`config.mk`:
```
export PLATFORM = sky130hd
export DESIGN_NAME = sat_obuf
export DESIGN_NICKNAME = d
export VERILOG_FILES = /design/src/rtl/sat_pkg.sv /design/src/rtl/sat_obuf.sv
export SDC_FILE = /design/constraint.sdc
export NUM_CORES = 1
export LEC_CHECK = 0
export BUFFER_PORTS_ARGS = -buffer_cell sky130_fd_sc_hd__buf_2
export CORE_ASPECT_RATIO = 1.5
export CORE_MARGIN = 2
export CORE_UTILIZATION = 44
export CTS_CLUSTER_DIAMETER = 100
export DETAILED_ROUTE_END_ITERATION = 12
export PLACE_DENSITY = 0.84
export SLEW_MARGIN = 40
export SYNTH_ARGS = -nofsm -noshare
export SYNTH_HDL_FRONTEND = slang
export SYNTH_SLANG_ARGS = --single-unit
```
`constraint.sdc`:
```
create_clock -name clk_i -period 3 [get_ports clk_i]
set_clock_uncertainty 0.15 [all_clocks]
set_input_delay 0.15 -clock clk_i [delete_from_list [all_inputs] [get_ports clk_i]]
set_output_delay 0.15 -clock clk_i [all_outputs]
set_load 0.02 [all_outputs]
```
`src/rtl/sat_pkg.sv`:
```
// Shared types and constants of the symbol address table.
package sat_pkg;

  localparam int unsigned TableDepthDef = 256;
  localparam int unsigned AddrW         = 64;
  localparam int unsigned SlotW         = 8;
  localparam int unsigned FuncW         = 2;

  typedef enum logic [FuncW-1:0] {
    FuncInsert = 2'd0,
    FuncExact  = 2'd1,
    FuncBelow  = 2'd2
  } sat_func_e;

  typedef struct packed {
    logic             hit;
    logic [SlotW-1:0] slot;
    logic [AddrW-1:0] entry_addr;
    logic             full_res;
  } sat_res_t;

endpackage

```
`src/rtl/sat_obuf.sv`:
```
// Output register between the sequencer and the result channel.
module sat_obuf import sat_pkg::*; (
  input  logic     clk_i,
  input  logic     rst_ni,
  input  logic     res_valid_i,
  output logic     res_ready_o,
  input  sat_res_t res_i,
  output logic     out_valid_o,
  input  logic     out_ready_i,
  output sat_res_t out_o
);

  logic     valid_q, valid_d;
  sat_res_t data_q;

  assign res_ready_o = !valid_q || out_ready_i;
  assign valid_d     = res_valid_i || (valid_q && !out_ready_i);
  assign out_valid_o = valid_q;
  assign out_o       = data_q;

  always_ff @(posedge clk_i or negedge rst_ni) begin
    if (!rst_ni) begin
      valid_q <= 1'b0;
    end else begin
      valid_q <= valid_d;
    end
  end

  always_ff @(posedge clk_i) begin
    if (res_valid_i && res_ready_o) begin
      data_q <= res_i;
    end
  end

endmodule

```
* Word-level counts from Yosys, hierarchy flattened *
Index checks and enable logic that the tools add are counted.

word-level totals
  memories kept = 0
  register bits after elaboration = 75
  output and inout bits = 76
  latch bits = 0
  bits of input ports = 78
  logic and storage cells = 11
  bits in read-only memories = 0
  bits in writable memories = 0

operators by class
  divide/modulo/power cells = 0
  $mul = 0
  reduce and logical (&&, ||, !) cells = 6
  bitwise logic cells = 0
  shifts and indexed selects = 0
  order comparisons = 0
  eq/ne operators = 0
  muxes and demuxes = 0
  $add $sub $neg = 0

operators by type and width
  cell               count
  1-bit logical AND  2
  1-bit logical NOT  2
  1-bit logical OR   2

* Logic depth before layout (Yosys ltp) *
Gate-level depths: netlist (run 1).

  depth in word-level cells = 3
  mapped depth = 2
  gate-level depth less buffers = 2

* Least setup slack after synthesis (run 1) *
OpenSTA, ideal clock, no wires.

  path kind = register to register
  start point = register valid_q (netlist: out_valid_o)
  end point = register data_q, in the netlist out_o[0], enable pin
  arrival = 1.232 ns
  cell stages (with the launch flop) = 3
  path buffers = 0
  slack = 1.238 ns
  path through = dfrtp_1 nand2b_4 and2_4

on the way
  longest elaborated chain between the ends = 3

RTL lines
  what                      line            source
  start: declaration        sat_obuf.sv:13  logic valid_q, valid_d;
  start signal: assignment  sat_obuf.sv:25  valid_q <= valid_d;
  1-bit logical NOT         sat_obuf.sv:16  assign res_ready_o = !valid_q || out_ready_i;
  1-bit logical OR          sat_obuf.sv:16
  net res_ready_o           sat_obuf.sv:6   output logic res_ready_o,
  1-bit logical AND         sat_obuf.sv:30  if (res_valid_i && res_ready_o) begin
  end signal: assignment    sat_obuf.sv:31  data_q <= res_i;
  end: declaration          sat_obuf.sv:14  sat_res_t data_q;

The timed path passes the listed nets, and every way through them passes these cells.
A chain may end at the register's enable or synchronous reset.

* Worst setup path after layout (run 1) *
  start point = register valid_q (netlist: out_valid_o)
  end point = register data_q, in the netlist out_o[43], enable pin

on the way
  longest elaborated chain between the ends = 3

RTL lines
  what               line
  1-bit logical NOT  sat_obuf.sv:16
  1-bit logical OR   sat_obuf.sv:16
  1-bit logical AND  sat_obuf.sv:30

Every way passes these cells.

==> results of run 1 <==
## cell usage after synthesis
master,n,area share
sky130_fd_sc_hd__nand2b_1,1,0.0028
sky130_fd_sc_hd__nand2b_4,1,0.0060
sky130_fd_sc_hd__and2_4,1,0.0038
sky130_fd_sc_hd__edfxtp_1,74,0.98
sky130_fd_sc_hd__dfrtp_1,1,0.011
## metrics by stage
| stage | hold slack, ns | cell area [um^2] | utilization | instances |
|---|---|---|---|---|
| global placement | -0.224 | 3130 | 0.615 | 299 |
| detailed placement | -0.223 | 3150 | 0.619 | 300 |
| floorplan | -0.296 | 2280 | - | 78 |
| CTS | 0.352 | 4100 | 0.806 | 392 |
| global route | 0.361 | 4100 | 0.806 | 392 |
| finish | 0.374 | 4100 | 0.806 | 392 |
## cells by family (layout without fill, tap and decap cells)
logic type             count (synthesis)  after routing
buffers and inverters                  0            246
flip-flops                            75             75
AND/OR/NAND/NOR                        3              3
## critical path, stage by stage, from the launching register on
cell,delay (ns)
sky130_fd_sc_hd__dfrtp_1,0.42
sky130_fd_sc_hd__nand2b_4,0.09
sky130_fd_sc_hd__and2_4,0.48
sky130_fd_sc_hd__buf_12,0.29
## power by group through the flow
stage / sequential, uW / combinational, uW / clock [uW]
3_5_place_dp: 1260 / 208 / 0
2_1_floorplan: 1330 / 23.0 / 0
3_3_place_gp: 1250 / 200 / 0
6_report: 1240 / 294 / 682
4_1_cts: 1230 / 289 / 704
5_1_grt: 1240 / 310 / 739
## metal layers
metal,share of wire,wire length [um],GRT usage
met3,0.053,329,0.0748
met5,0,0,0
met4,0.035,221,0.120
met2,0.59,3710,0.430
met1,0.32,1980,0.201
## area by class of cell
class | instances | share of cell area
Sequential cell | 75 | 0.548
Multi-Input combinational cell | 3 | 0.00702
Tap cell | 68 | 0.0208
Clock inverter | 4 | 0.0107
Clock buffer | 10 | 0.0311
Timing Repair Buffer | 232 | 0.382
## worst max path at each step
stage,start,endpoint,slack (ns)
6_report,out_valid_o,out_o[43],1.26
2_1_floorplan,out_valid_o,out_o[0],1.24
3_5_place_dp,out_valid_o,out_o[55],1.27
5_1_grt,out_valid_o,out_o[43],1.18
4_1_cts,out_valid_o,out_o[43],1.26
3_3_place_gp,out_valid_o,out_o[55],1.25
## flip-flops by register name, summed over array words and instances (netlist names)
register / flops
out_o: 74
out_valid_o: 1
## timing repair
item,CTS,global route
hold buffers,78,0
resized for setup,0,0
buffers inserted,0,0
endpoints found under the hold margin,76,0
==> impl_summary.log, run 1 <==
[metrics] run status: complete, no violations
[metrics] unrepaired setup endpoints after global routing: false
[metrics] half-perimeter wire length after placement: 3480 um
[metrics] part of the total power dissipated in sequential elements: 0.559
[metrics] root buffer cell: sky130_fd_sc_hd__clkbuf_8
[metrics] Initial Util: 0.448
[metrics] antenna-violating nets left: 0
[metrics] hold path start: res_i[26]
[metrics] synthesized-area fraction occupied by and/or/nand/nor cells: 0.0126
[metrics] remaining global-route overflow: 0
[metrics] commonest cells after routing, fill and taps aside: 153 x sky130_fd_sc_hd__buf_2, 78 x sky130_fd_sc_hd__dlygate4sd3_1, 74 x sky130_fd_sc_hd__edfxtp_1
[metrics] global-route wire length before repair: 9120 um
[metrics] share of synthesized cell area in full adder, half adder and majority cells: 0
[metrics] area of the die: 5780 um^2
[metrics] area of the multi-input gates: 28.8 um^2
[metrics] cell depth of the worst min-delay path: 2
[metrics] DRT Wirelength: 6240 um
[metrics] share of total power consumed by net switching: 0.216
[metrics] count of yosys warnings during synthesis: 0
[metrics] Final Hold Vio Count: 0
[metrics] final count of pins violating max slew: 0
[metrics] Critical Path Start Type: register
[metrics] maximum frequency from static timing analysis: 574 MHz
[metrics] number of nets in the finished design: 399
[metrics] hold-critical path endpoint: out_o[26]
[metrics] height of the chip: 92.1 um
[metrics] Crit Reg-Reg Endpoint: out_o[43]
[metrics] total power density per cell area: 539 nW/um^2
[metrics] synthesis-stage register bit count: 75
[metrics] maximum buffer depth of the clock tree: 2
[metrics] min Tclk post-route: 1.74 ns
[metrics] Netlist Area Pre-Place: 2280 um^2
[metrics] number of antenna violations at the first check in global routing: 0
[metrics] Worst EP required: 2.87 ns
[metrics] sort of element at the end of the critical path: register
[metrics] transition time of the tightest slew-check pin: 0.509 ns
[metrics] number of levels in the clock H-tree: 3
[metrics] Hold WC Path Type: input port to register
[metrics] Port Buffers: 153
[metrics] leakage power summed over all cells: 0.00176 uW
[metrics] type of the setup path with the least slack: register to register
[metrics] n_diodes: 0
[metrics] Syn Inst Count: 78
[metrics] router iterations before antenna repair: 4
[metrics] Worst Path Arrival: 1.61 ns
[metrics] worst setup slack before clock tree synthesis: 1.27 ns
[metrics] total CTS buffers: 9
[metrics] most common cell after layout, fill and taps aside: sky130_fd_sc_hd__buf_2
[metrics] combinational family with the most area after synthesis: simple AND/OR/NAND/NOR gates
[metrics] sequential fraction of the synthesis area: 0.987
[metrics] clock tree sinks: 75
[metrics] post-detailed-route via-to-cell ratio: 4.38
[metrics] total power: 2210 uW
[metrics] standard-cell row count: 32
[metrics] relative contribution of the clock network to total power: 0.308
[metrics] relative slew slack: 0.661
[metrics] critical register-to-register path startpoint: out_valid_o
[metrics] number of failing setup endpoints in the final timing report: 0
[metrics] RePlAce Congestion: 0.680
[metrics] storage element area: 2250 um^2
[metrics] internal power: 1730 uW
[metrics] number of filler cells placed in the layout: 267
[metrics] standard cell core area: 5080 um^2
[metrics] number of nets produced by synthesis: 156
[metrics] xor/xnor cell area share of the yosys netlist: 0
[metrics] compound-cell area share of the yosys netlist: 0
[metrics] die width: 62.7 um
[metrics] maximum fanout along the worst path: 38
[metrics] worst-skew pair later-pin latency: 0.33 ns
[metrics] share of post-route cells with drive strength above 1: 0.519
[metrics] Residual DRC: 0
[metrics] depth of the worst register-to-register path: 3
[metrics] signed area change from the synthesized netlist to the final layout: 80.1%
[metrics] sum of negative setup slack: 0 ns
[metrics] Register-to-Register Setup Slack: 1.26 ns
[metrics] maximum number of pins on one net before global-route repair: 39
[metrics] sw power: 477 uW
[metrics] clock-pin slew on the worst setup and hold paths: 0.06 ns
[metrics] maximum capacitance violations: 0
[metrics] post-synthesis cell type count: 5
[metrics] via count of the first global-routing pass: 1,848
[metrics] Comb power frac: 0.133
[metrics] Worst VDD drop: 0.444 mV
[metrics] post-route fraction of the period consumed by the critical path: 0.580
[metrics] fraction of synthesized area in multiplexers: 0
[metrics] via count: 1,716
[metrics] clock tree from TritonCTS: yes
[metrics] overall track demand over capacity in global routing: 0.225
[metrics] post-layout worst setup margin: 1.26 ns
[metrics] wire per inst: 15.9 um
[metrics] 1st-iter DRT viols: 66
[metrics] IO Pins: 154
[metrics] average instance area after synthesis: 29.2 um^2
(Power assumes the default switching activity.)
==> inputs of run 2 (changes only) <==
--- a/config.mk
+++ b/config.mk
@@ -8,10 +8,10 @@
 export BUFFER_PORTS_ARGS = -buffer_cell sky130_fd_sc_hd__buf_2
 export CORE_ASPECT_RATIO = 1.5
 export CORE_MARGIN = 2
-export CORE_UTILIZATION = 44
+export CORE_UTILIZATION = 37
 export CTS_CLUSTER_DIAMETER = 100
 export DETAILED_ROUTE_END_ITERATION = 12
-export PLACE_DENSITY = 0.84
+export PLACE_DENSITY = 0.75
 export SLEW_MARGIN = 40
 export SYNTH_ARGS = -nofsm -noshare
 export SYNTH_HDL_FRONTEND = slang
==> constraint.sdc (replaced) <==
create_clock -name clk_i -period 1.5 [get_ports clk_i]
set_clock_uncertainty 0.15 [all_clocks]
set_input_delay 0.075 -clock clk_i [delete_from_list [all_inputs] [get_ports clk_i]]
set_output_delay 0.075 -clock clk_i [all_outputs]
set_load 0.02 [all_outputs]
==> impl_summary.log, run 2 (synthesized netlist as in run 1, its figures left out) <==
[metrics] worst-skew pair later-pin latency: 0.34 ns (was 0.33 ns)
[metrics] maximum number of pins on one net before global-route repair: 32 (was 39)
[metrics] overall track demand over capacity in global routing: 0.193 (was 0.225)
[metrics] number of failing setup endpoints in the final timing report: 0 (unchanged)
[metrics] wire per inst: 15.7 um (was 15.9 um)
[metrics] final count of pins violating max slew: 0 (unchanged)
[metrics] Crit Reg-Reg Endpoint: out_valid_o (was out_o[43])
[metrics] number of antenna violations at the first check in global routing: 0 (unchanged)
[metrics] critical register-to-register path startpoint: out_valid_o (unchanged)
[metrics] relative slew slack: 0.888 (was 0.661)
[metrics] die width: 68.0 um (was 62.7 um)
[metrics] unrepaired setup endpoints after global routing: false (unchanged)
[metrics] buffers inserted during post-CTS setup optimization: 0 (unchanged)
[metrics] transition time of the tightest slew-check pin: 0.168 ns (was 0.509 ns)
[metrics] post-route fraction of the period consumed by the critical path: 0.939
[metrics] Final Hold Vio Count: 0 (unchanged)
[metrics] commonest cells after routing, fill and taps aside: 153 x sky130_fd_sc_hd__buf_2, 78 x sky130_fd_sc_hd__dlygate4sd3_1, 74 x sky130_fd_sc_hd__edfxtp_1 (unchanged)
[metrics] Critical Path Start Type: input port (was register)
[metrics] signed area change from the synthesized netlist to the final layout: 81.2% (was 80.1%)
[metrics] Worst VDD drop: 0.659 mV (was 0.444 mV)
[metrics] leakage power summed over all cells: 0.00176 uW (about the same)
[metrics] clock tree from TritonCTS: yes (unchanged)
[metrics] standard-cell row count: 35 (was 32)
[metrics] RePlAce Congestion: 0.749 (was 0.680)
[metrics] n_diodes: 0 (unchanged)
[metrics] number of nets in the finished design: 401 (was 399)
[metrics] final instance count without filler cells: 402 (was 392)
[metrics] hold-critical path endpoint: out_o[31] (was out_o[26])
[metrics] maximum buffer depth of the clock tree: 2 (unchanged)
[metrics] total power density per cell area: 1050 nW/um^2 (was 539 nW/um^2)
[metrics] Residual DRC: 0 (unchanged)
[metrics] Hold-fix buffers, CTS: 78 (unchanged)
[metrics] maximum frequency from static timing analysis: 710 MHz
[metrics] total CTS buffers: 9 (unchanged)
[metrics] area of the die: 6810 um^2 (was 5780 um^2)
[metrics] global-route wire length before repair: 8900 um (was 9120 um)
[metrics] min Tclk post-route: 1.41 ns
[metrics] number of levels in the clock H-tree: 3 (unchanged)
[metrics] DRT Wirelength: 6290 um (was 6240 um)
[metrics] most common cell after layout, fill and taps aside: sky130_fd_sc_hd__buf_2 (unchanged)
[metrics] Register-to-Register Setup Slack: 0.09 ns (was 1.26 ns)
[metrics] hold path start: out_ready_i (was res_i[26])
[metrics] Worst Path Arrival: 1.47 ns (was 1.61 ns)
[metrics] IO Pins: 154 (unchanged)
[metrics] maximum capacitance violations: 0 (unchanged)
[metrics] Hold WC Path Type: input port to register (unchanged)
[metrics] router iterations before antenna repair: 4 (unchanged)
[metrics] sum of negative setup slack: 0 ns (unchanged)
[metrics] clock-pin slew on the worst setup and hold paths: 0.07 ns (was 0.06 ns)
[metrics] via count of the first global-routing pass: 1,823 (was 1,848)
[metrics] height of the chip: 100 um (was 92.1 um)
[metrics] antenna-violating nets left: 0 (unchanged)
[metrics] maximum fanout along the worst path: 2 (was 38)
[metrics] Port Buffers: 153 (unchanged)
[metrics] Worst EP required: 1.57 ns (was 2.87 ns)
[metrics] cell area after placement: 3180 um^2 (was 3150 um^2)
[metrics] post-detailed-route via-to-cell ratio: 4.28 (was 4.38)
[metrics] run status: complete, no violations (unchanged)
[metrics] # resized after CTS: 0 (unchanged)
[metrics] remaining global-route overflow: 0 (unchanged)
[metrics] root buffer cell: sky130_fd_sc_hd__clkbuf_8 (unchanged)
[metrics] sort of element at the end of the critical path: register (unchanged)
[metrics] type of the setup path with the least slack: input port to register (was register to register)
[metrics] instance count after placement with tap cells included: 308 (was 300)
[metrics] post-route cell area: 4120 um^2 (was 4100 um^2)
[metrics] 1st-iter DRT viols: 116 (was 66)
[metrics] Initial Util: 0.377 (was 0.448)
[metrics] via count: 1,722 (was 1,716)
[metrics] standard cell core area: 6040 um^2 (was 5080 um^2)
[metrics] depth of the worst register-to-register path: 3 (unchanged)
[metrics] cell depth of the worst min-delay path: 3 (was 2)
[metrics] number of flip-flops in the largest register: 74 (unchanged)
[metrics] Post-Route Hold Slack: 0.145 ns (was 0.374 ns)
[metrics] share of post-route cells with drive strength above 1: 0.524 (was 0.519)
[metrics] clock tree sinks: 75 (unchanged)
[run 2: changes by cell type in the layout (fill, tap and decap cells not counted)]
cell	change
sky130_fd_sc_hd__clkinvlp_4	+2
sky130_fd_sc_hd__buf_12	+1
sky130_fd_sc_hd__buf_4	+1
sky130_fd_sc_hd__bufinv_16	-1
sky130_fd_sc_hd__clkinv_1	+1
sky130_fd_sc_hd__dfrtp_1	-1
sky130_fd_sc_hd__dfrtp_2	+1
[run 2: power by group]
group	leakage (uW)	switching, uW	internal [uW]	total [uW]
Combinational	0.000965	302	296	597
Sequential	0.000715	27.9	2440	2470
Clock	0.0000771	677	582	1260
Total	0.00176	1010	3320	4330
[run 2: through the flow]
| stage | worst slack [ns] | total power (uW) | util |
|---|---|---|---|
| 3_3_place_gp | 0.133 | 2930 | 0.527 |
| 2_1_floorplan | -0.228 | 2710 | - |
| 4_1_cts | 0.0913 | 4380 | 0.682 |
| 5_1_grt | 0.0383 | 4500 | 0.682 |
| 3_5_place_dp | 0.102 | 2940 | 0.527 |
| 6_report | 0.0918 | 4330 | 0.682 |
[run 2: worst max path at each step]
stage                   to        start  slack, ns  cells after the start
2_1_floorplan     out_o[0]  out_valid_o      -0.23                      2
6_report       out_valid_o  res_valid_i       0.09                      4
3_3_place_gp     out_o[57]  out_valid_o       0.13                      3
3_5_place_dp     out_o[50]  out_valid_o       0.10                      3
5_1_grt          out_o[72]  out_valid_o       0.04                      3
4_1_cts          out_o[41]  out_valid_o       0.09                      3
[run 2: layout make-up]
| class | instances | area, um^2 |
|---|---|---|
| well taps | 74 | 92.6 |
| flip-flops and latches | 75 | 2250 |
| clock buffers | 10 | 128 |
| clock inverters | 6 | 32.5 |
| fillers | 421 | 1920 |
| repair buffers | 234 | 1590 |
| multi-input cells | 3 | 28.8 |
[run 2: layer usage]
layer  share of wire  track usage
met2            0.57        0.332
met1            0.31        0.172
met3           0.059       0.0639
met5               0            0
met4           0.064        0.160
[run 2: critical path, cell delays in order]
cell,delay (ns)
sky130_fd_sc_hd__dlygate4sd3_1,0.55
sky130_fd_sc_hd__buf_2,0.14
sky130_fd_sc_hd__nand2b_1,0.14
sky130_fd_sc_hd__dlygate4sd3_1,0.57
==> inputs of run 3 (changes only) <==
--- a/config.mk
+++ b/config.mk
@@ -6,12 +6,14 @@
 export NUM_CORES = 1
 export LEC_CHECK = 0
 export BUFFER_PORTS_ARGS = -buffer_cell sky130_fd_sc_hd__buf_2
+export CELL_PAD_IN_SITES_DETAIL_PLACEMENT = 0
+export CELL_PAD_IN_SITES_GLOBAL_PLACEMENT = 1
 export CORE_ASPECT_RATIO = 1.5
 export CORE_MARGIN = 2
-export CORE_UTILIZATION = 37
+export CORE_UTILIZATION = 29
 export CTS_CLUSTER_DIAMETER = 100
 export DETAILED_ROUTE_END_ITERATION = 12
-export PLACE_DENSITY = 0.75
+export PLACE_DENSITY_LB_ADDON = 0.1
 export SLEW_MARGIN = 40
 export SYNTH_ARGS = -nofsm -noshare
 export SYNTH_HDL_FRONTEND = slang
==> impl_summary.log, run 3 (synthesized netlist as in run 1, its figures left out) <==
[metrics] Post-Route Hold Slack: 0.293 ns (was 0.145 ns)
[metrics] maximum capacitance violations: 0 (unchanged)
[metrics] min Tclk post-route: 1.38 ns (was 1.41 ns)
[metrics] Final Hold Vio Count: 0 (unchanged)
[metrics] total power: 4870 uW (was 4330 uW)
[metrics] router iterations before antenna repair: 4 (unchanged)
[metrics] relative slew slack: 0.898 (was 0.888)
[metrics] total CTS buffers: 9 (unchanged)
[metrics] maximum buffer depth of the clock tree: 2 (unchanged)
[metrics] antenna-violating nets left: 0 (unchanged)
[metrics] Critical Path Start Type: input port (unchanged)
[metrics] IO Pins: 154 (unchanged)
[metrics] worst setup slack before clock tree synthesis: 0.162 ns (was 0.102 ns)
[metrics] area of the multi-input gates: 28.8 um^2 (unchanged)
[metrics] number of nets in the finished design: 401 (unchanged)
[metrics] hold-critical path endpoint: out_o[72] (was out_o[31])
[metrics] maximum number of pins on one net before global-route repair: 29 (was 32)
[metrics] total power density per cell area: 1140 nW/um^2 (was 1050 nW/um^2)
[metrics] maximum frequency from static timing analysis: 727 MHz (was 710 MHz)
[metrics] RePlAce Congestion: 0.679 (was 0.749)
[metrics] standard cell core area: 7610 um^2 (was 6040 um^2)
[metrics] critical register-to-register path startpoint: out_valid_o (unchanged)
[metrics] sort of element at the end of the critical path: register (unchanged)
[metrics] global-route wire length before repair: 8280 um (was 8900 um)
[metrics] worst-skew pair later-pin latency: 0.32 ns (was 0.34 ns)
[metrics] commonest cells after routing, fill and taps aside: 153 x sky130_fd_sc_hd__buf_2, 78 x sky130_fd_sc_hd__dlygate4sd3_1, 74 x sky130_fd_sc_hd__edfxtp_1 (unchanged)
[metrics] Worst Path Arrival: 1.43 ns (was 1.47 ns)
[metrics] maximum fanout along the worst path: 2 (unchanged)
[metrics] clock tree from TritonCTS: yes (unchanged)
[metrics] 1st-iter DRT viols: 67 (was 116)
[metrics] hold path start: out_ready_i (unchanged)
[metrics] final count of pins violating max slew: 0 (unchanged)
[metrics] n_diodes: 0 (unchanged)
[metrics] unrepaired setup endpoints after global routing: false (unchanged)
[metrics] storage element area: 2250 um^2 (unchanged)
[metrics] run status: complete, no violations (unchanged)
[metrics] number of levels in the clock H-tree: 3 (unchanged)
[metrics] signed area change from the synthesized netlist to the final layout: 87.4% (was 81.2%)
[metrics] Hold WC Path Type: input port to register (unchanged)
[metrics] Worst VDD drop: 0.689 mV (was 0.659 mV)
[metrics] depth of the worst register-to-register path: 3 (unchanged)
[metrics] share of post-route cells with drive strength above 1: 0.518 (was 0.524)
[metrics] DRT Wirelength: 5540 um (was 6290 um)
[metrics] transition time of the tightest slew-check pin: 0.153 ns (was 0.168 ns)
[metrics] Worst EP required: 1.55 ns (was 1.57 ns)
[metrics] number of failing setup endpoints in the final timing report: 0 (unchanged)
[metrics] wire per inst: 12.9 um (was 15.7 um)
[metrics] post-layout worst setup margin: 0.124 ns (was 0.0918 ns)
[metrics] half-perimeter wire length after placement: 3560 um
[metrics] type of the setup path with the least slack: input port to register (unchanged)
[metrics] leakage power summed over all cells: 0.00181 uW (was 0.00176 uW)
[metrics] post-detailed-route via-to-cell ratio: 3.86 (was 4.28)
[metrics] clock tree sinks: 75 (unchanged)
[metrics] overall track demand over capacity in global routing: 0.130 (was 0.193)
[metrics] height of the chip: 113 um (was 100 um)
[metrics] number of flip-flops in the largest register: 74 (unchanged)
[metrics] via count: 1,659 (was 1,722)
[metrics] standard-cell row count: 39 (was 35)
[metrics] root buffer cell: sky130_fd_sc_hd__clkbuf_16 (was sky130_fd_sc_hd__clkbuf_8)
[metrics] die width: 76.3 um (was 68.0 um)
[metrics] cell depth of the worst min-delay path: 4 (was 3)
[metrics] end-of-flow core utilization: 0.560 (was 0.682)
[metrics] post-route fraction of the period consumed by the critical path: 0.917 (was 0.939)
[metrics] number of antenna violations at the first check in global routing: 0 (unchanged)
[metrics] Crit Reg-Reg Endpoint: out_valid_o (unchanged)
[metrics] clock-pin slew on the worst setup and hold paths: 0.05 ns (was 0.07 ns)
[metrics] Initial Util: 0.299 (was 0.377)
[metrics] Port Buffers: 153 (unchanged)
[metrics] via count of the first global-routing pass: 1,782 (was 1,823)
[metrics] remaining global-route overflow: 0 (unchanged)
[metrics] most common cell after layout, fill and taps aside: sky130_fd_sc_hd__buf_2 (unchanged)
[metrics] area of the die: 8590 um^2 (was 6810 um^2)
[metrics] Register-to-Register Setup Slack: 0.13 ns (was 0.09 ns)
[metrics] Residual DRC: 0 (unchanged)
[metrics] number of filler cells placed in the layout: 653 (was 421)
[metrics] # resized after CTS: 0 (unchanged)
[run 3: what timing repair did]
item / CTS / global route
hold endpoints to repair: 76 / 0
buffers inserted: 0 / 0
hold buffers: 78 / 0
[run 3: cell type report]
class,instances,area share
clock inverter,4,0.00411
tap,102,0.0299
multi-input combinational,3,0.00675
sequential,75,0.527
clock buffer,12,0.0554
timing repair buffer,234,0.377
[run 3: where the power goes]
| part | internal, uW | switching [uW] |
|---|---|---|
| Combinational | 300 | 291 |
| Clock | 1100 | 709 |
| Sequential | 2450 | 24.6 |
| Total | 3850 | 1030 |
[run 3: worst max-delay path, cell delays in order]
cell and delay (ns):
sky130_fd_sc_hd__dlygate4sd3_1 0.54, sky130_fd_sc_hd__buf_2 0.13, sky130_fd_sc_hd__nand2b_1 0.14, sky130_fd_sc_hd__dlygate4sd3_1 0.55
[run 3: routing by layer]
metal,track usage,vias to the layer above,share of wire
li1,-,804,-
met1,0.122,758,0.35
met2,0.238,87,0.55
met3,0.0539,10,0.075
met4,0.0691,0,0.022
met5,0,-,0
[run 3: through the flow]
step / instance area (um^2) / cells / TNS [ns]
after CTS: 4270 / 430 / 0
after floorplan: 2280 / 78 / -16.84
after global routing: 4270 / 430 / 0
after detailed placement: 3230 / 336 / 0
after global placement: 3230 / 336 / 0
final: 4270 / 430 / 0
[run 3: worst max path at each step]
stage	start	endpoint	slack (ns)	cells past startpoint
2_1_floorplan	out_valid_o	out_o[0]	-0.23	2
3_3_place_gp	out_valid_o	out_o[0]	0.18	3
3_5_place_dp	out_valid_o	out_o[9]	0.16	3
4_1_cts	out_valid_o	out_valid_o	0.15	3
5_1_grt	out_valid_o	out_valid_o	0.08	3
6_report	res_valid_i	out_valid_o	0.12	4
