File: config.mk
export PLATFORM = sky130hd
export DESIGN_NAME = sat_ctrl
export DESIGN_NICKNAME = d
export VERILOG_FILES = /design/src/rtl/sat_pkg.sv /design/src/rtl/sat_ctrl.sv
export SDC_FILE = /design/constraint.sdc
export NUM_CORES = 1
export LEC_CHECK = 0
export BUFFER_PORTS_ARGS = -buffer_cell sky130_fd_sc_hd__buf_2
export CORE_ASPECT_RATIO = 1.25
export CORE_MARGIN = 5
export CORE_UTILIZATION = 51
export DETAILED_ROUTE_END_ITERATION = 8
export GPL_TIMING_DRIVEN = 0
export MAX_ROUTING_LAYER = met4
export PLACE_DENSITY = 0.83
export REMOVE_ABC_BUFFERS = 1
export SLEW_MARGIN = 20
export SYNTH_ARGS = -nofsm -noshare
export SYNTH_HDL_FRONTEND = slang
export SYNTH_SLANG_ARGS = --single-unit
export TNS_END_PERCENT = 1
File: constraint.sdc
create_clock -name clk_i -period 8.1 [get_ports clk_i]
set_clock_uncertainty 0.1 [all_clocks]
set_input_delay 0.81 -clock clk_i [delete_from_list [all_inputs] [get_ports clk_i]]
set_output_delay 0.81 -clock clk_i [all_outputs]
set_load 0.03 [all_outputs]
File: src/rtl/sat_pkg.sv
// Shared types and constants of the symbol address table.
package sat_pkg;

  localparam int unsigned TableDepthDef = 256;
  localparam int unsigned AddrW         = 64;
  localparam int unsigned SlotW         = 8;
  localparam int unsigned FuncW         = 2;

  typedef enum logic [FuncW-1:0] {
    FuncInsert = 2'd0,
    FuncExact  = 2'd1,
    FuncBelow  = 2'd2
  } sat_func_e;

  typedef struct packed {
    logic             hit;
    logic [SlotW-1:0] slot;
    logic [AddrW-1:0] entry_addr;
    logic             full_res;
  } sat_res_t;

endpackage

File: src/rtl/sat_ctrl.sv
// Sequencer: appends entries and scans the store one entry a cycle for lookups.
module sat_ctrl import sat_pkg::*; #(
  parameter int unsigned TABLE_DEPTH = TableDepthDef,
  localparam int unsigned IdxW = $clog2(TABLE_DEPTH),
  localparam int unsigned CntW = $clog2(TABLE_DEPTH + 1)
) (
  input  logic             clk_i,
  input  logic             rst_ni,
  input  logic             in_valid_i,
  output logic             in_ready_o,
  input  logic [FuncW-1:0] in_func_i,
  input  logic [AddrW-1:0] in_addr_i,
  output logic             res_valid_o,
  input  logic             res_ready_i,
  output sat_res_t         res_o,
  output logic             wr_en_o,
  output logic [IdxW-1:0]  wr_addr_o,
  output logic [AddrW-1:0] wr_data_o,
  output logic             rd_en_o,
  output logic [IdxW-1:0]  rd_addr_o,
  input  logic [AddrW-1:0] rd_data_i
);

  localparam logic [1:0] StIdle = 2'd0;
  localparam logic [1:0] StScan = 2'd1;
  localparam logic [1:0] StFin  = 2'd2;

  localparam logic [CntW-1:0] Full = CntW'(TABLE_DEPTH);

  logic [1:0]       state_q, state_d;
  logic [CntW-1:0]  count_q, count_d;
  logic [FuncW-1:0] op_q, op_d;
  logic [AddrW-1:0] query_q, query_d;
  logic [CntW-1:0]  n_q, n_d;
  logic [CntW-1:0]  rd_idx_q, rd_idx_d;
  logic             rv_q, rv_d;
  logic [IdxW-1:0]  tag_q, tag_d;
  logic             found_q, found_d;
  logic [AddrW-1:0] best_q, best_d;
  logic [IdxW-1:0]  best_slot_q, best_slot_d;
  logic [AddrW-1:0] first_q, first_d;
  sat_res_t         res_q, res_d;
  logic             issue;

  assign issue = (state_q == StScan) && (rd_idx_q != n_q);

  assign in_ready_o  = (state_q == StIdle);
  assign res_valid_o = (state_q == StFin);
  assign res_o       = res_q;
  assign rd_en_o     = issue;
  assign rd_addr_o   = rd_idx_q[IdxW-1:0];
  assign wr_addr_o   = count_q[IdxW-1:0];
  assign wr_data_o   = in_addr_i;

  always_comb begin
    state_d     = state_q;
    count_d     = count_q;
    op_d        = op_q;
    query_d     = query_q;
    n_d         = n_q;
    rd_idx_d    = rd_idx_q;
    rv_d        = issue;
    tag_d       = rd_idx_q[IdxW-1:0];
    found_d     = found_q;
    best_d      = best_q;
    best_slot_d = best_slot_q;
    first_d     = first_q;
    res_d       = res_q;
    wr_en_o     = 1'b0;
    unique case (state_q)
      StIdle: begin
        if (in_valid_i) begin
          op_d        = in_func_i;
          query_d     = in_addr_i;
          n_d         = count_q;
          rd_idx_d    = '0;
          found_d     = 1'b0;
          best_d      = '0;
          best_slot_d = '0;
          first_d     = '0;
          res_d       = '0;
          state_d     = StFin;
          unique case (sat_func_e'(in_func_i))
            FuncInsert: begin
              if (count_q == Full) begin
                res_d.full_res = 1'b1;
              end else begin
                wr_en_o          = 1'b1;
                count_d          = count_q + CntW'(1);
                res_d.slot       = SlotW'(count_q[IdxW-1:0]);
                res_d.entry_addr = in_addr_i;
              end
            end
            FuncExact, FuncBelow: begin
              if (count_q != '0) begin
                state_d = StScan;
              end
            end
            default: ;
          endcase
        end
      end
      StScan: begin
        if (issue) begin
          rd_idx_d = rd_idx_q + CntW'(1);
        end
        if (rv_q) begin
          if (tag_q == '0) begin
            first_d = rd_data_i;
          end
          if (op_q == FuncExact) begin
            if (!found_q && rd_data_i == query_q) begin
              found_d     = 1'b1;
              best_d      = rd_data_i;
              best_slot_d = tag_q;
            end
          end else if (rd_data_i < query_q && rd_data_i > best_q) begin
            found_d     = 1'b1;
            best_d      = rd_data_i;
            best_slot_d = tag_q;
          end
        end
        if (!issue && !rv_q) begin
          state_d = StFin;
          if (found_q) begin
            res_d.hit        = 1'b1;
            res_d.slot       = SlotW'(best_slot_q);
            res_d.entry_addr = best_q;
          end else if (op_q == FuncBelow) begin
            res_d.entry_addr = first_q;
          end
        end
      end
      StFin: begin
        if (res_ready_i) begin
          state_d = StIdle;
        end
      end
      default: state_d = StIdle;
    endcase
  end

  always_ff @(posedge clk_i or negedge rst_ni) begin
    if (!rst_ni) begin
      state_q <= StIdle;
      count_q <= '0;
      rv_q    <= 1'b0;
    end else begin
      state_q <= state_d;
      count_q <= count_d;
      rv_q    <= rv_d;
    end
  end

  always_ff @(posedge clk_i) begin
    op_q        <= op_d;
    query_q     <= query_d;
    n_q         <= n_d;
    rd_idx_q    <= rd_idx_d;
    tag_q       <= tag_d;
    found_q     <= found_d;
    best_q      <= best_d;
    best_slot_q <= best_slot_d;
    first_q     <= first_d;
    res_q       <= res_d;
  end

endmodule

# Word level (Yosys, flattened, before mapping)
# Cells that the tools add are included.
# Widths: inputs -> output; s select.
# word_totals
inputBits	134
output_inout_bits	158
regBits	315
# classes
addsub	2
n_bitwise	1
n_reduce_logical	21
n_eq_ne	19
n_mux	43
n_lt_le_gt_ge	2
# op_table
cell	n
$mux 64	9
$pmux 64 s2	2
$mux 73	2
$pmux 73 s2	1
$mux 74	1
$mux 72	1
$eq 64x64->1	1
$gt 64x64->1	1
$lt 64x64->1	1
$mux 8	5
$mux 9	3
$add 9x1->9 const B	2
$pmux 9 s2	1
$pmux 8 s2	1
$reduce_and 4->1	4
$mux 1	10
$mux 2	5
$eq 9x9->1 const B	1
$ne 9x9->1	1
$reduce_bool 9->1	1
$logic_not 8->1	1
$ne 2x2->1 const B	4
$eq 2x1->1 const B	3
$eq 2x2->1 const B	3
other kinds (14)	24

# Logic depth before layout (Yosys ltp)
# Gate-level depths: netlist of the first run.
# depth
ltp_word	6
depth_mapped	9
mapped_depth_nobuf	9

# Least setup slack after synthesis of the first run
# No wires, ideal clock.
# synth_timing
kind	reg-to-reg
start	register state_q[0]
end	register best_q[0], enable pin
n_path_buf	0
t_arrival_ns	8.080
setup_ns	0.594
slack_ns	-0.675
path_stages_with_launch	5
cell_sequence	dfrtp_1 -> nor2_1 -> and2_1 -> a21oi_1 -> nor3_1
# synth_via
elab_chain_len	3
# synth_lines
element	line_no	source
start, declared	sat_ctrl.sv:30	logic [1:0] state_q, state_d;
start signal, assigned	sat_ctrl.sv:145	state_q <= StIdle;
start signal, assigned	sat_ctrl.sv:149	state_q <= state_d;
$logic_not 2->1 (*)	n/a	
via in_ready_o	sat_ctrl.sv:10	output logic in_ready_o,
$ne 2x2->1 (no source line) or $reduce_bool 2->1 (tied branches)	n/a	
$reduce_and 5->1 (no source line) (*)	n/a	
end signal, assigned	sat_ctrl.sv:162	best_q <= best_d;
end, declared	sat_ctrl.sv:39	logic [AddrW-1:0] best_q, best_d;
# Mark *: on every way through the listed nets, which the timed path passes. The rest lies on a longest branch.
# A chain may end at the register's enable or synchronous reset.

# Final worst setup path of the first run
# layout_timing
start	input port rd_data_i[29]
end	register best_q[27], enable pin
# layout_via
elab_chain_len	4
# layout_lines
element	line_no	source
start, declared	sat_ctrl.sv:21	input logic [AddrW-1:0] rd_data_i
$lt 64x64->1, or another cell as far along	sat_ctrl.sv:117	end else if (rd_data_i < query_q && rd_data_i > best_q) begin
$logic_and 1x1->1, on equally long branches	sat_ctrl.sv:117, sat_ctrl.sv:112	
$ne 3x1->1 (no source line) or $ne 3x2->1 (tied branches)	n/a	
$reduce_and 5->1 (no source line) (*)	n/a	
# Every way passes the cells marked *; elsewhere a longest branch is shown, timed or not.

==> results of run 1 <==
## state kept, by name, summed over array words and instances (netlist names)
name	cells
best_q	64
best_slot_q	8
count_q	9
first_q	64
found_q	1
n_q	9
op_q	2
query_q	64
rd_idx_q	9
res_o	74
rv_q	1
state_q	2
tag_q	8
## logic make-up (layout without fill, tap and decap cells)
| logic type | count (synthesis) | in the layout | synth area share |
|---|---|---|---|
| multiplexers | 64 | 64 | 0.04093 |
| flip-flops | 315 | 315 | 0.5954 |
| AO/OA/AOI/OAI | 188 | 188 | 0.07186 |
| other | 0 | 3 | 0 |
| XOR/XNOR | 21 | 21 | 0.01175 |
| adder cells (fa/ha/maj) | 132 | 132 | 0.1055 |
| buffers and inverters | 250 | 510 | 0.07994 |
| AND/OR/NAND/NOR | 278 | 278 | 0.09464 |
## layout make-up
type / count / area (µm²)
antenna: 3 / 7.507
clock buffer: 38 / 832.0
clock inverter: 18 / 226.5
fill: 2367 / 11770
inverter: 137 / 516.7
multi-input combinational: 683 / 5127
sequential: 315 / 9319
tap: 401 / 501.7
timing repair buffer: 317 / 1902
## placed cells by master (no fill, tap or decap), drive strengths merged, types with 2 or more instances in the layout
cell / synthesis / layout
buf: 91 / 316
edfxtp: 295 / 295
inv: 137 / 138
ha: 132 / 132
nand2: 85 / 85
o21ai: 80 / 80
and2: 74 / 74
mux2i: 64 / 64
a21oi: 54 / 54
nand4: 38 / 38
clkbuf: 22 / 38
nand3: 29 / 29
a21o: 16 / 16
nor2: 15 / 15
xnor2: 13 / 13
dfrtp: 12 / 12
nor4: 11 / 11
clkinv: 0 / 11
a22o: 8 / 8
xor2: 8 / 8
dfxtp: 8 / 8
nor2b: 6 / 6
nor3: 6 / 6
a211oi: 5 / 5
bufinv: 0 / 5
a221oi: 4 / 4
diode: 0 / 3
o211ai: 3 / 3
o21a: 3 / 3
or3: 3 / 3
and3: 3 / 3
o41ai: 2 / 2
o311ai: 2 / 2
and4: 2 / 2
nand2b: 2 / 2
a21boi: 2 / 2
a2111oi: 2 / 2
## power groups by stage
stage                     Combinational [µW]  Clock (µW)  Sequential, µW
after floorplan                          787           0            3040
after global placement                  1730           0            2760
after detailed placement                1940           0            2660
after CTS                               1960        1530            2630
after global routing                    2090        1600            2680
final                                   1930        1500            2630
## how the worst min path moves through the flow
| stage | from | to | slack [ns] | depth (start not counted) |
|---|---|---|---|---|
| finish | in_addr_i[43] | query_q[43] | 0.35 | 1 |
| global route | in_addr_i[43] | query_q[43] | 0.32 | 1 |
| CTS | in_addr_i[16] | query_q[16] | 0.32 | 1 |
| detailed placement | rd_idx_q[1] | tag_q[1] | 0.42 | 0 |
| global placement | tag_q[2] | best_slot_q[2] | 0.41 | 1 |
| floorplan | count_q[8] | count_q[8] | 0.38 | 1 |
## what timing repair did
item                                    4_1_cts  5_1_grt
hold buffers                                  1        0
endpoints found under the setup margin        0        0
hold endpoints to repair                     11        0
## through the flow
step | TNS [ns] | std cells | setup slack (ns) | util
after floorplan | -52.55 | 1135 | -0.7199 | -
after global placement | -828.61 | 1827 | -6.814 | 0.5587
after detailed placement | 0 | 1852 | 3.378 | 0.5744
after CTS | 0 | 1909 | 3.925 | 0.6098
after global routing | 0 | 1912 | 3.832 | 0.6103
final | 0 | 1912 | 3.969 | 0.6103
## routing by layer
layer | share of wire | global-route usage | wire [µm]
met1 | 0.39 | 0.2595 | 15000
met2 | 0.52 | 0.3993 | 20220
met3 | 0.055 | 0.03444 | 2132
met4 | 0.030 | 0.07308 | 1162
met5 | 0 | - | 0
==> impl_metrics.json, run 1 <==
{
  "drt_wl_total_mm": 38.52,
  "synth_edf_count": 295,
  "finalHoldViolCount": 0,
  "die_area_um2": 34320,
  "cp.arrival_ns": 4.29,
  "crit_chain": "buf_2 > ha_1 > nand4_1 > nor4_1 > nand4_1 > o21ai_1 > nor2_1 > o2bb2ai_1 > nor3_2 > buf_6 > buf_4 > buf_4",
  "grt_antenna_before_repair": 3,
  "numCtsBuffers": 31,
  "critPathCaptureType": "register",
  "clk_latency_ns": 0.56,
  "crit_family": "simple AND/OR/NAND/NOR gates",
  "start_util": 0.5182,
  "reg2reg_from": "query_q[31]",
  "grt_max_degree": 86,
  "num_rows": 71,
  "post-route-period-util": 0.5100,
  "cts_resized": 0,
  "synth_top_area_share": 0.5659,
  "die_w_um": 166.7,
  "grt_pass1_vias": 11022,
  "crit_end": "best_q[27]",
  "grt_pass1_wl_mm": 58.90,
  "avgSynthCellArea_um2": 12.54,
  "p_seq_frac": 0.434,
  "crit_buf_inv": 4,
  "drt_iter0_markers": 642,
  "via_per_inst": 5.436,
  "drc_errors": 0,
  "startpoint": "rd_data_i[29]",
  "place_area_um2": 17350,
  "cts_tree": "done",
  "max_freq_mhz": 242.1,
  "setup_viol": 0,
  "pwr-share-clk": 0.247,
  "path_depth": 12,
  "drive_gt1_frac": 0.2500,
  "status": "finished clean",
  "worstHoldPathType": "in2reg",
  "r2r_end": "best_q[27]",
  "critPathLaunchType": "primary input",
  "areaGrowthSynthToFinish_pct": 17.76,
  "maxSlewViolCount": 0,
  "power_switching_uw": 2129,
  "dp_hpwl_mm": 28.09,
  "cellLeakagePower_uw": 0.007981,
  "slew_headroom": 0.2498,
  "synthTopCellsByCount": "edfxtp_1, inv_1, ha_1",
  "cts_buffer_depth": 3,
  "cts.sinks": 315,
  "yosys_warnings": 0,
  "crit_type": "in2reg",
  "num_vias": 10393,
  "root_buffer": "clkbuf_16",
  "combPwrFrac": 0.319,
  "cap_viol_max_count": 0,
  "syn_area_um2": 15650,
  "ff2ff_setup_slack_ns": 4.00,
  "tightest_slew_ns": 1.115,
  "whs_ns": 0.3492,
  "synth_area_leaders": "edfxtp_1, ha_1, mux2i_1, buf_4, inv_1",
  "place_congestion": 0.8335,
  "min_period_ns": 4.131,
  "path_max_fanout": 9,
  "cp_slowest_stage_delay_ns": 0.99,
  "worstPathRequired_ns": 8.26,
  "p_per_area_nw_per_um2": 328.8,
  "rr_worst_depth": 12,
  "slowest_stage": "nor4_1",
  "grt_usage": 0.2230,
  "die_h_um": 205.9,
  "ant_nets": 0,
  "synth-seq-area-share": 0.5954,
  "clk_pin_slew_worst_paths_ns": 0.06,
  "syn-instance-count": 1248,
  "grt.overflow.total": 0,
  "rsz0062_at_grt": "no",
  "switching_share": 0.3514,
  "ys_ff_latch": 315,
  "ys.flop_type": "edfxtp_1",
  "fin_nets": 1751,
  "cts_setup_buffers": 0,
  "yosysTopAreaCell": "edfxtp_1",
  "design_area_um2": 18430,
  "htree_num_levels": 1,
  "avgRoutedWirePerCell_um": 20.15,
  "firstDrtPassIters": 6,
  "ys_types": 54,
  "max-vdd-ir-drop_mv": 0.2996,
  "synth_most_common_cell": "edfxtp_1",
  "io-pin-count": 292,
  "synthArstFlopShare": 0.03810,
  "coreArea_um2": 30200,
  "internal_power_uw": 3931,
  "io_buffers": 291,
  "finalPower_uw": 6060
}
Note: power is estimated with default switching activity, not from simulation.
==> run 2: changes to the inputs <==
--- a/config.mk
+++ b/config.mk
@@ -8,11 +8,11 @@
 export BUFFER_PORTS_ARGS = -buffer_cell sky130_fd_sc_hd__buf_2
 export CORE_ASPECT_RATIO = 1.25
 export CORE_MARGIN = 5
-export CORE_UTILIZATION = 51
+export CORE_UTILIZATION = 55
 export DETAILED_ROUTE_END_ITERATION = 8
 export GPL_TIMING_DRIVEN = 0
 export MAX_ROUTING_LAYER = met4
-export PLACE_DENSITY = 0.83
+export PLACE_DENSITY = 0.85
 export REMOVE_ABC_BUFFERS = 1
 export SLEW_MARGIN = 20
 export SYNTH_ARGS = -nofsm -noshare
==> constraint.sdc (replaced) <==
create_clock -name clk_i -period 4.3 [get_ports clk_i]
set_clock_uncertainty 0.1 [all_clocks]
set_input_delay 0.43 -clock clk_i [delete_from_list [all_inputs] [get_ports clk_i]]
set_output_delay 0.43 -clock clk_i [all_outputs]
set_load 0.03 [all_outputs]
==> run 2 against run 1 <==
Critical path depth is 5 lower. Worst setup slack worse by 3.6 ns. Routed wire length is 2.3% lower. Worst hold slack worse by 0.33 ns. Via count is 1.5% higher. Non-clock buffer count is 5 higher. First-iteration DRC count is 3.3% higher. Register-to-register slack worse by 3.6 ns. Combinational power is 87% higher. Clock-buffer cell count is 2 higher. Core utilization is 4.1 points higher.
==> impl_metrics.json, run 2 (synthesis gave the netlist of run 1 again) <==
{
  "clk_pin_slew_worst_paths_ns": 0.07,
  "grt_usage": 0.2388,
  "critPathLaunchType": "register",
  "ff2ff_setup_slack_ns": 0.40,
  "firstDrtPassIters": 5,
  "hp-start": "in_addr_i[56]",
  "finalHoldViolCount": 0,
  "via_per_inst": 5.614,
  "drc_errors": 0,
  "min_period_ns": 3.902,
  "setup_viol": 0,
  "clk_latency_ns": 0.52,
  "critPathCaptureType": "register",
  "coreArea_um2": 28230,
  "rr_worst_depth": 7,
  "place_congestion": 0.8696,
  "tightest_slew_ns": 1.092,
  "root_buffer": "clkbuf_16",
  "setup_slack_ns": 0.3981,
  "areaGrowthSynthToFinish_pct": 17.54,
  "die_area_um2": 31950,
  "fin_nets": 1759,
  "io-pin-count": 292,
  "post-route-period-util": 0.9074,
  "path_max_fanout": 85,
  "hold_path_depth": 1,
  "ant_nets": 0,
  "place_ws_ns": 0.1614,
  "slew_headroom": 0.2653,
  "worstHoldPathType": "in2reg",
  "finalNonFillerCells": 1878,
  "final_common_cell": "edfxtp_1",
  "htree_num_levels": 2,
  "max-vdd-ir-drop_mv": 0.4914,
  "dp_hpwl_mm": 27.55,
  "drt_iter0_markers": 663,
  "grt_antenna_before_repair": 4,
  "dp_cells": 1805,
  "status": "finished clean",
  "cts_tree": "done",
  "numCtsBuffers": 34,
  "avgRoutedWirePerCell_um": 20.05,
  "die_h_um": 198.6,
  "worstPathRequired_ns": 4.40,
  "grt_pass1_wl_mm": 58.29,
  "grt.overflow.total": 0,
  "finalPower_uw": 11380,
  "cts_setup_buffers": 0,
  "grt_max_degree": 86,
  "cellLeakagePower_uw": 0.007995,
  "die_w_um": 160.9,
  "rsz0062_at_grt": "no",
  "drt_wl_total_mm": 37.65,
  "final_cell_mix": "edfxtp_1, buf_2, inv_1, ha_1, nand2_1",
  "cts.sinks": 315,
  "num_vias": 10544,
  "cts_buffer_depth": 3,
  "maxSlewViolCount": 0,
  "p_per_area_nw_per_um2": 618.5,
  "crit_type": "reg2reg",
  "final_core_util": 0.6517,
  "io_buffers": 291,
  "cp.arrival_ns": 4.00,
  "cap_viol_max_count": 0,
  "r2r_end": "first_q[13]",
  "max_freq_mhz": 256.3,
  "drive_gt1_frac": 0.2488,
  "holdPathEnd": "query_q[56]",
  "start_util": 0.5544,
  "reg2reg_from": "state_q[0]",
  "cts_resized": 0,
  "holdBufCountCts": 7,
  "largest_register_ff_count": 74,
  "num_rows": 69,
  "grt_pass1_vias": 11039
}
==> run 2: how the worst max path moves through the flow <==
stage                              from           to  cells past startpoint
final                        state_q[0]  first_q[13]                      7
after CTS                    best_q[21]   best_q[15]                     10
after global placement       state_q[1]   best_q[18]                      6
after global routing         state_q[0]  first_q[13]                      7
after detailed placement  rd_data_i[23]   best_q[10]                     10
after floorplan              state_q[1]    best_q[0]                      6
==> run 2: per-stage QoR <==
| stage | setup TNS [ns] | area, µm² | hold WS [ns] |
|---|---|---|---|
| 3_3_place_gp | -2018.21 | 16820 | 0.2136 |
| 2_1_floorplan | -621.25 | 14920 | 0.03441 |
| 3_5_place_dp | 0 | 17230 | 0.2189 |
| 6_report | 0 | 18400 | 0.02075 |
| 4_1_cts | 0 | 18380 | 0.0007597 |
| 5_1_grt | 0 | 18400 | 0.005032 |
==> run 2: area by class of cell <==
type | instances | area (µm²)
Timing Repair Buffer | 322 | 1901
Tap cell | 355 | 444.2
Inverter | 137 | 516.7
Fill cell | 2041 | 9833
Sequential cell | 315 | 9319
Multi-Input combinational cell | 683 | 5127
Clock inverter | 22 | 175.2
Clock buffer | 40 | 904.6
Antenna cell | 4 | 10.01
==> run 2: critical path, cell delays in order, from the launching register on <==
cell,delay (ns)
dfrtp_1,0.55
nand2b_4,0.31
buf_16,0.32
inv_4,0.62
a21oi_1,0.39
nor2_4,0.70
buf_12,0.28
buf_12,0.21
==> run 2: power by group <==
| part | internal, µW | leakage (µW) | switching, µW | total (µW) |
|---|---|---|---|---|
| clock network | 1640 | 0.000532 | 1190 | 2830 |
| registers | 4540 | 0.00309 | 404 | 4950 |
| logic | 1160 | 0.00437 | 2450 | 3600 |
| total | 7340 | 0.00799 | 4040 | 11400 |
==> run 2: layer usage <==
layer,share of wire,track usage,vias up,wire length [µm]
met3,0.068,0.03627,88,2544
met2,0.50,0.4074,422,19000
li1,-,-,4943,-
met5,0,-,-,0
met4,0.036,0.09134,0,1337
met1,0.39,0.2896,5091,14770
==> run 3: changes to the inputs <==
--- a/config.mk
+++ b/config.mk
@@ -5,6 +5,7 @@
 export SDC_FILE = /design/constraint.sdc
 export NUM_CORES = 1
 export LEC_CHECK = 0
+export ABC_AREA = 1
 export BUFFER_PORTS_ARGS = -buffer_cell sky130_fd_sc_hd__buf_2
 export CORE_ASPECT_RATIO = 1.25
 export CORE_MARGIN = 5
@@ -12,7 +13,7 @@
 export DETAILED_ROUTE_END_ITERATION = 8
 export GPL_TIMING_DRIVEN = 0
 export MAX_ROUTING_LAYER = met4
-export PLACE_DENSITY = 0.85
+export PLACE_DENSITY = 0.76
 export REMOVE_ABC_BUFFERS = 1
 export SLEW_MARGIN = 20
 export SYNTH_ARGS = -nofsm -noshare
==> run 3 against run 2 <==
Global-route usage increased by 0.41 points. Worst setup slack improved by 0.43 ns. Cell count increased by 22%. Flip-flop and latch count unchanged. Clock-buffer cell count decreased by 3. Critical path type unchanged. Largest power group unchanged.
==> impl_metrics.json, run 3 <==
{
  "status": "finished clean",
  "final_common_cell": "edfxtp_1",
  "num_rows": 70,
  "die_area_um2": 32860,
  "design_area_um2": 19600,
  "drt_wl_total_mm": 39.30,
  "num_vias": 11885,
  "rsz0062_at_grt": "no",
  "cp_slowest_stage_delay_ns": 0.57,
  "drt_iter0_markers": 739,
  "synthTopCellsByCount": "edfxtp_1, inv_1, nand2_1",
  "worstHoldPathType": "in2reg",
  "areaGrowthSynthToFinish_pct": 21.54,
  "place_area_um2": 17920,
  "grt_pass1_vias": 11972,
  "avgSynthCellArea_um2": 10.27,
  "crit_family": "simple AND/OR/NAND/NOR gates",
  "cap_viol_max_count": 0,
  "place_ws_ns": 0.4182,
  "via_per_inst": 5.183,
  "critPathCaptureType": "register",
  "grt_max_degree": 122,
  "slew_headroom": 0.4624,
  "wl_met2_mm": 20.57,
  "crit_type": "reg2reg",
  "clk_latency_ns": 0.57,
  "grt.overflow.total": 0,
  "maxSlewViolCount": 0,
  "p_per_area_nw_per_um2": 643.9,
  "drive_gt1_frac": 0.2017,
  "min_period_ns": 3.473,
  "finalHoldViolCount": 0,
  "grt_pass1_wl_mm": 62.03,
  "slowest_stage": "a21oi_4",
  "io_buffers": 291,
  "max_freq_mhz": 287.9,
  "critPathLaunchType": "register",
  "yosys_warnings": 0,
  "die_w_um": 163.2,
  "htree_num_levels": 1,
  "avgRoutedWirePerCell_um": 17.14,
  "ys_types": 33,
  "setup_slack_ns": 0.8269,
  "cts_resized": 0,
  "die_h_um": 201.4,
  "grt_usage": 0.2429,
  "final_cell_mix": "edfxtp_1, buf_2, inv_1, nand2_1, ha_1",
  "syn_area_um2": 16130,
  "fin_nets": 2132,
  "crit_buf_inv": 4,
  "ys_ff_latch": 315,
  "dr_wl_met3_mm": 2.350,
  "finalPower_uw": 12620,
  "root_buffer": "clkbuf_16",
  "clk_pin_slew_worst_paths_ns": 0.06,
  "largest_register_ff_count": 74,
  "tightest_slew_ns": 0.8020,
  "grt_antenna_before_repair": 5,
  "cts_tree": "done",
  "place_congestion": 0.8267,
  "cts_setup_buffers": 0,
  "dp_hpwl_mm": 28.17,
  "numCtsBuffers": 31,
  "cellLeakagePower_uw": 0.009236,
  "io-pin-count": 292,
  "ff2ff_setup_slack_ns": 0.83,
  "cp.arrival_ns": 3.64,
  "synth_most_common_cell": "edfxtp_1",
  "synthArstFlopShare": 0.03810,
  "yosysTopAreaCell": "edfxtp_1",
  "routed.top_layer": "met4",
  "drc_errors": 0,
  "synth_edf_count": 295,
  "setup_viol": 0,
  "finalNonFillerCells": 2293,
  "holdBufCountCts": 65,
  "start_util": 0.5546,
  "path_max_fanout": 19,
  "dp_cells": 2164,
  "met1Wirelength_mm": 15.27,
  "ys.flop_type": "edfxtp_1",
  "worstPathRequired_ns": 4.47,
  "ant_nets": 0,
  "synth_area_leaders": "edfxtp_1, ha_1, inv_1, nand2_1, a21oi_1",
  "cts_buffer_depth": 3,
  "max-vdd-ir-drop_mv": 0.4848,
  "firstDrtPassIters": 5,
  "post-route-period-util": 0.8077,
  "syn-instance-count": 1570,
  "crit_path_frequent_cell": "buf_16",
  "crit_chain": "inv_1 > ha_1 > nand2_1 > nor2_1 > nand4_1 > nor3_1 > nor2b_1 > a31oi_1 > a21oi_4 > buf_8 > buf_16 > buf_16",
  "synth-seq-area-share": 0.5779,
  "coreArea_um2": 29080,
  "synth_top_area_share": 0.5493,
  "cts.sinks": 315
}
[run 3: cell types whose count changed after synthesis, sizes merged, moves of 56 or more]
cell / delta
nor2: +117
mux2i: -64
inv: +125
a21oi: +73
and2: -72
nand3: +56
nand2: +151
[run 3: power by group]
| part | switching (µW) | total [µW] | internal (µW) |
|---|---|---|---|
| combinational | 3280 | 4710 | 1440 |
| sequential | 394 | 5210 | 4810 |
| clock | 1180 | 2700 | 1510 |
[run 3: final timing paths]
path | start | depth (start not counted) | endpoint
setup reg to reg | query_q[63] | 12 | best_q[32]
hold reg to reg | rd_idx_q[7] | 0 | tag_q[7]
setup / recovery | query_q[63] | 12 | best_q[32]
hold / removal | in_addr_i[4] | 1 | query_q[4]
max in group asynchronous | rst_ni | 2 | count_q[2]
min in group asynchronous | rst_ni | 2 | state_q[1]
[run 3: kinds of logic after synthesis]
group,after synthesis,synth area share
AND/OR/NAND/NOR,485,0.1248
buffers and inverters,388,0.1101
flip-flops,315,0.5779
AO/OA/AOI/OAI,233,0.07557
adder cells (fa/ha/maj),132,0.1024
XOR/XNOR,17,0.009234
[run 3: cell type report]
type	count	area (µm²)
sequential	315	9319
clock inverter	19	200.2
inverter	262	991.0
multi-input combinational	867	5079
fill	2188	9479
timing repair buffer	389	2696
clock buffer	37	798.3
antenna	8	20.02
tap	396	495.5
[run 3: per-stage QoR]
step           TNS (ns)  hold WS (ns)    util
3_3_place_gp   -2663.68        0.2217  0.5944
3_5_place_dp          0        0.2308  0.6164
4_1_cts               0      0.002022  0.6732
2_1_floorplan   -982.85       0.03441       -
6_report              0       0.02364  0.6740
5_1_grt               0      0.006168  0.6738
[run 3: metal layers]
metal  global-route usage  up-vias
li1                     -     5792
met1               0.2920     5642
met2               0.4288      371
met3              0.02827       80
met4              0.07402        0
met5                    -        -
[run 3: worst reg2reg max path: stages (launching register included)]
cell      delay, ns
edfxtp_1       0.32
inv_1          0.04
ha_1           0.29
nand2_1        0.09
nor2_1         0.16
nand4_1        0.15
nor3_1         0.39
nor2b_1        0.31
a31oi_1        0.17
a21oi_4        0.57
buf_8          0.26
buf_16         0.16
buf_16         0.18
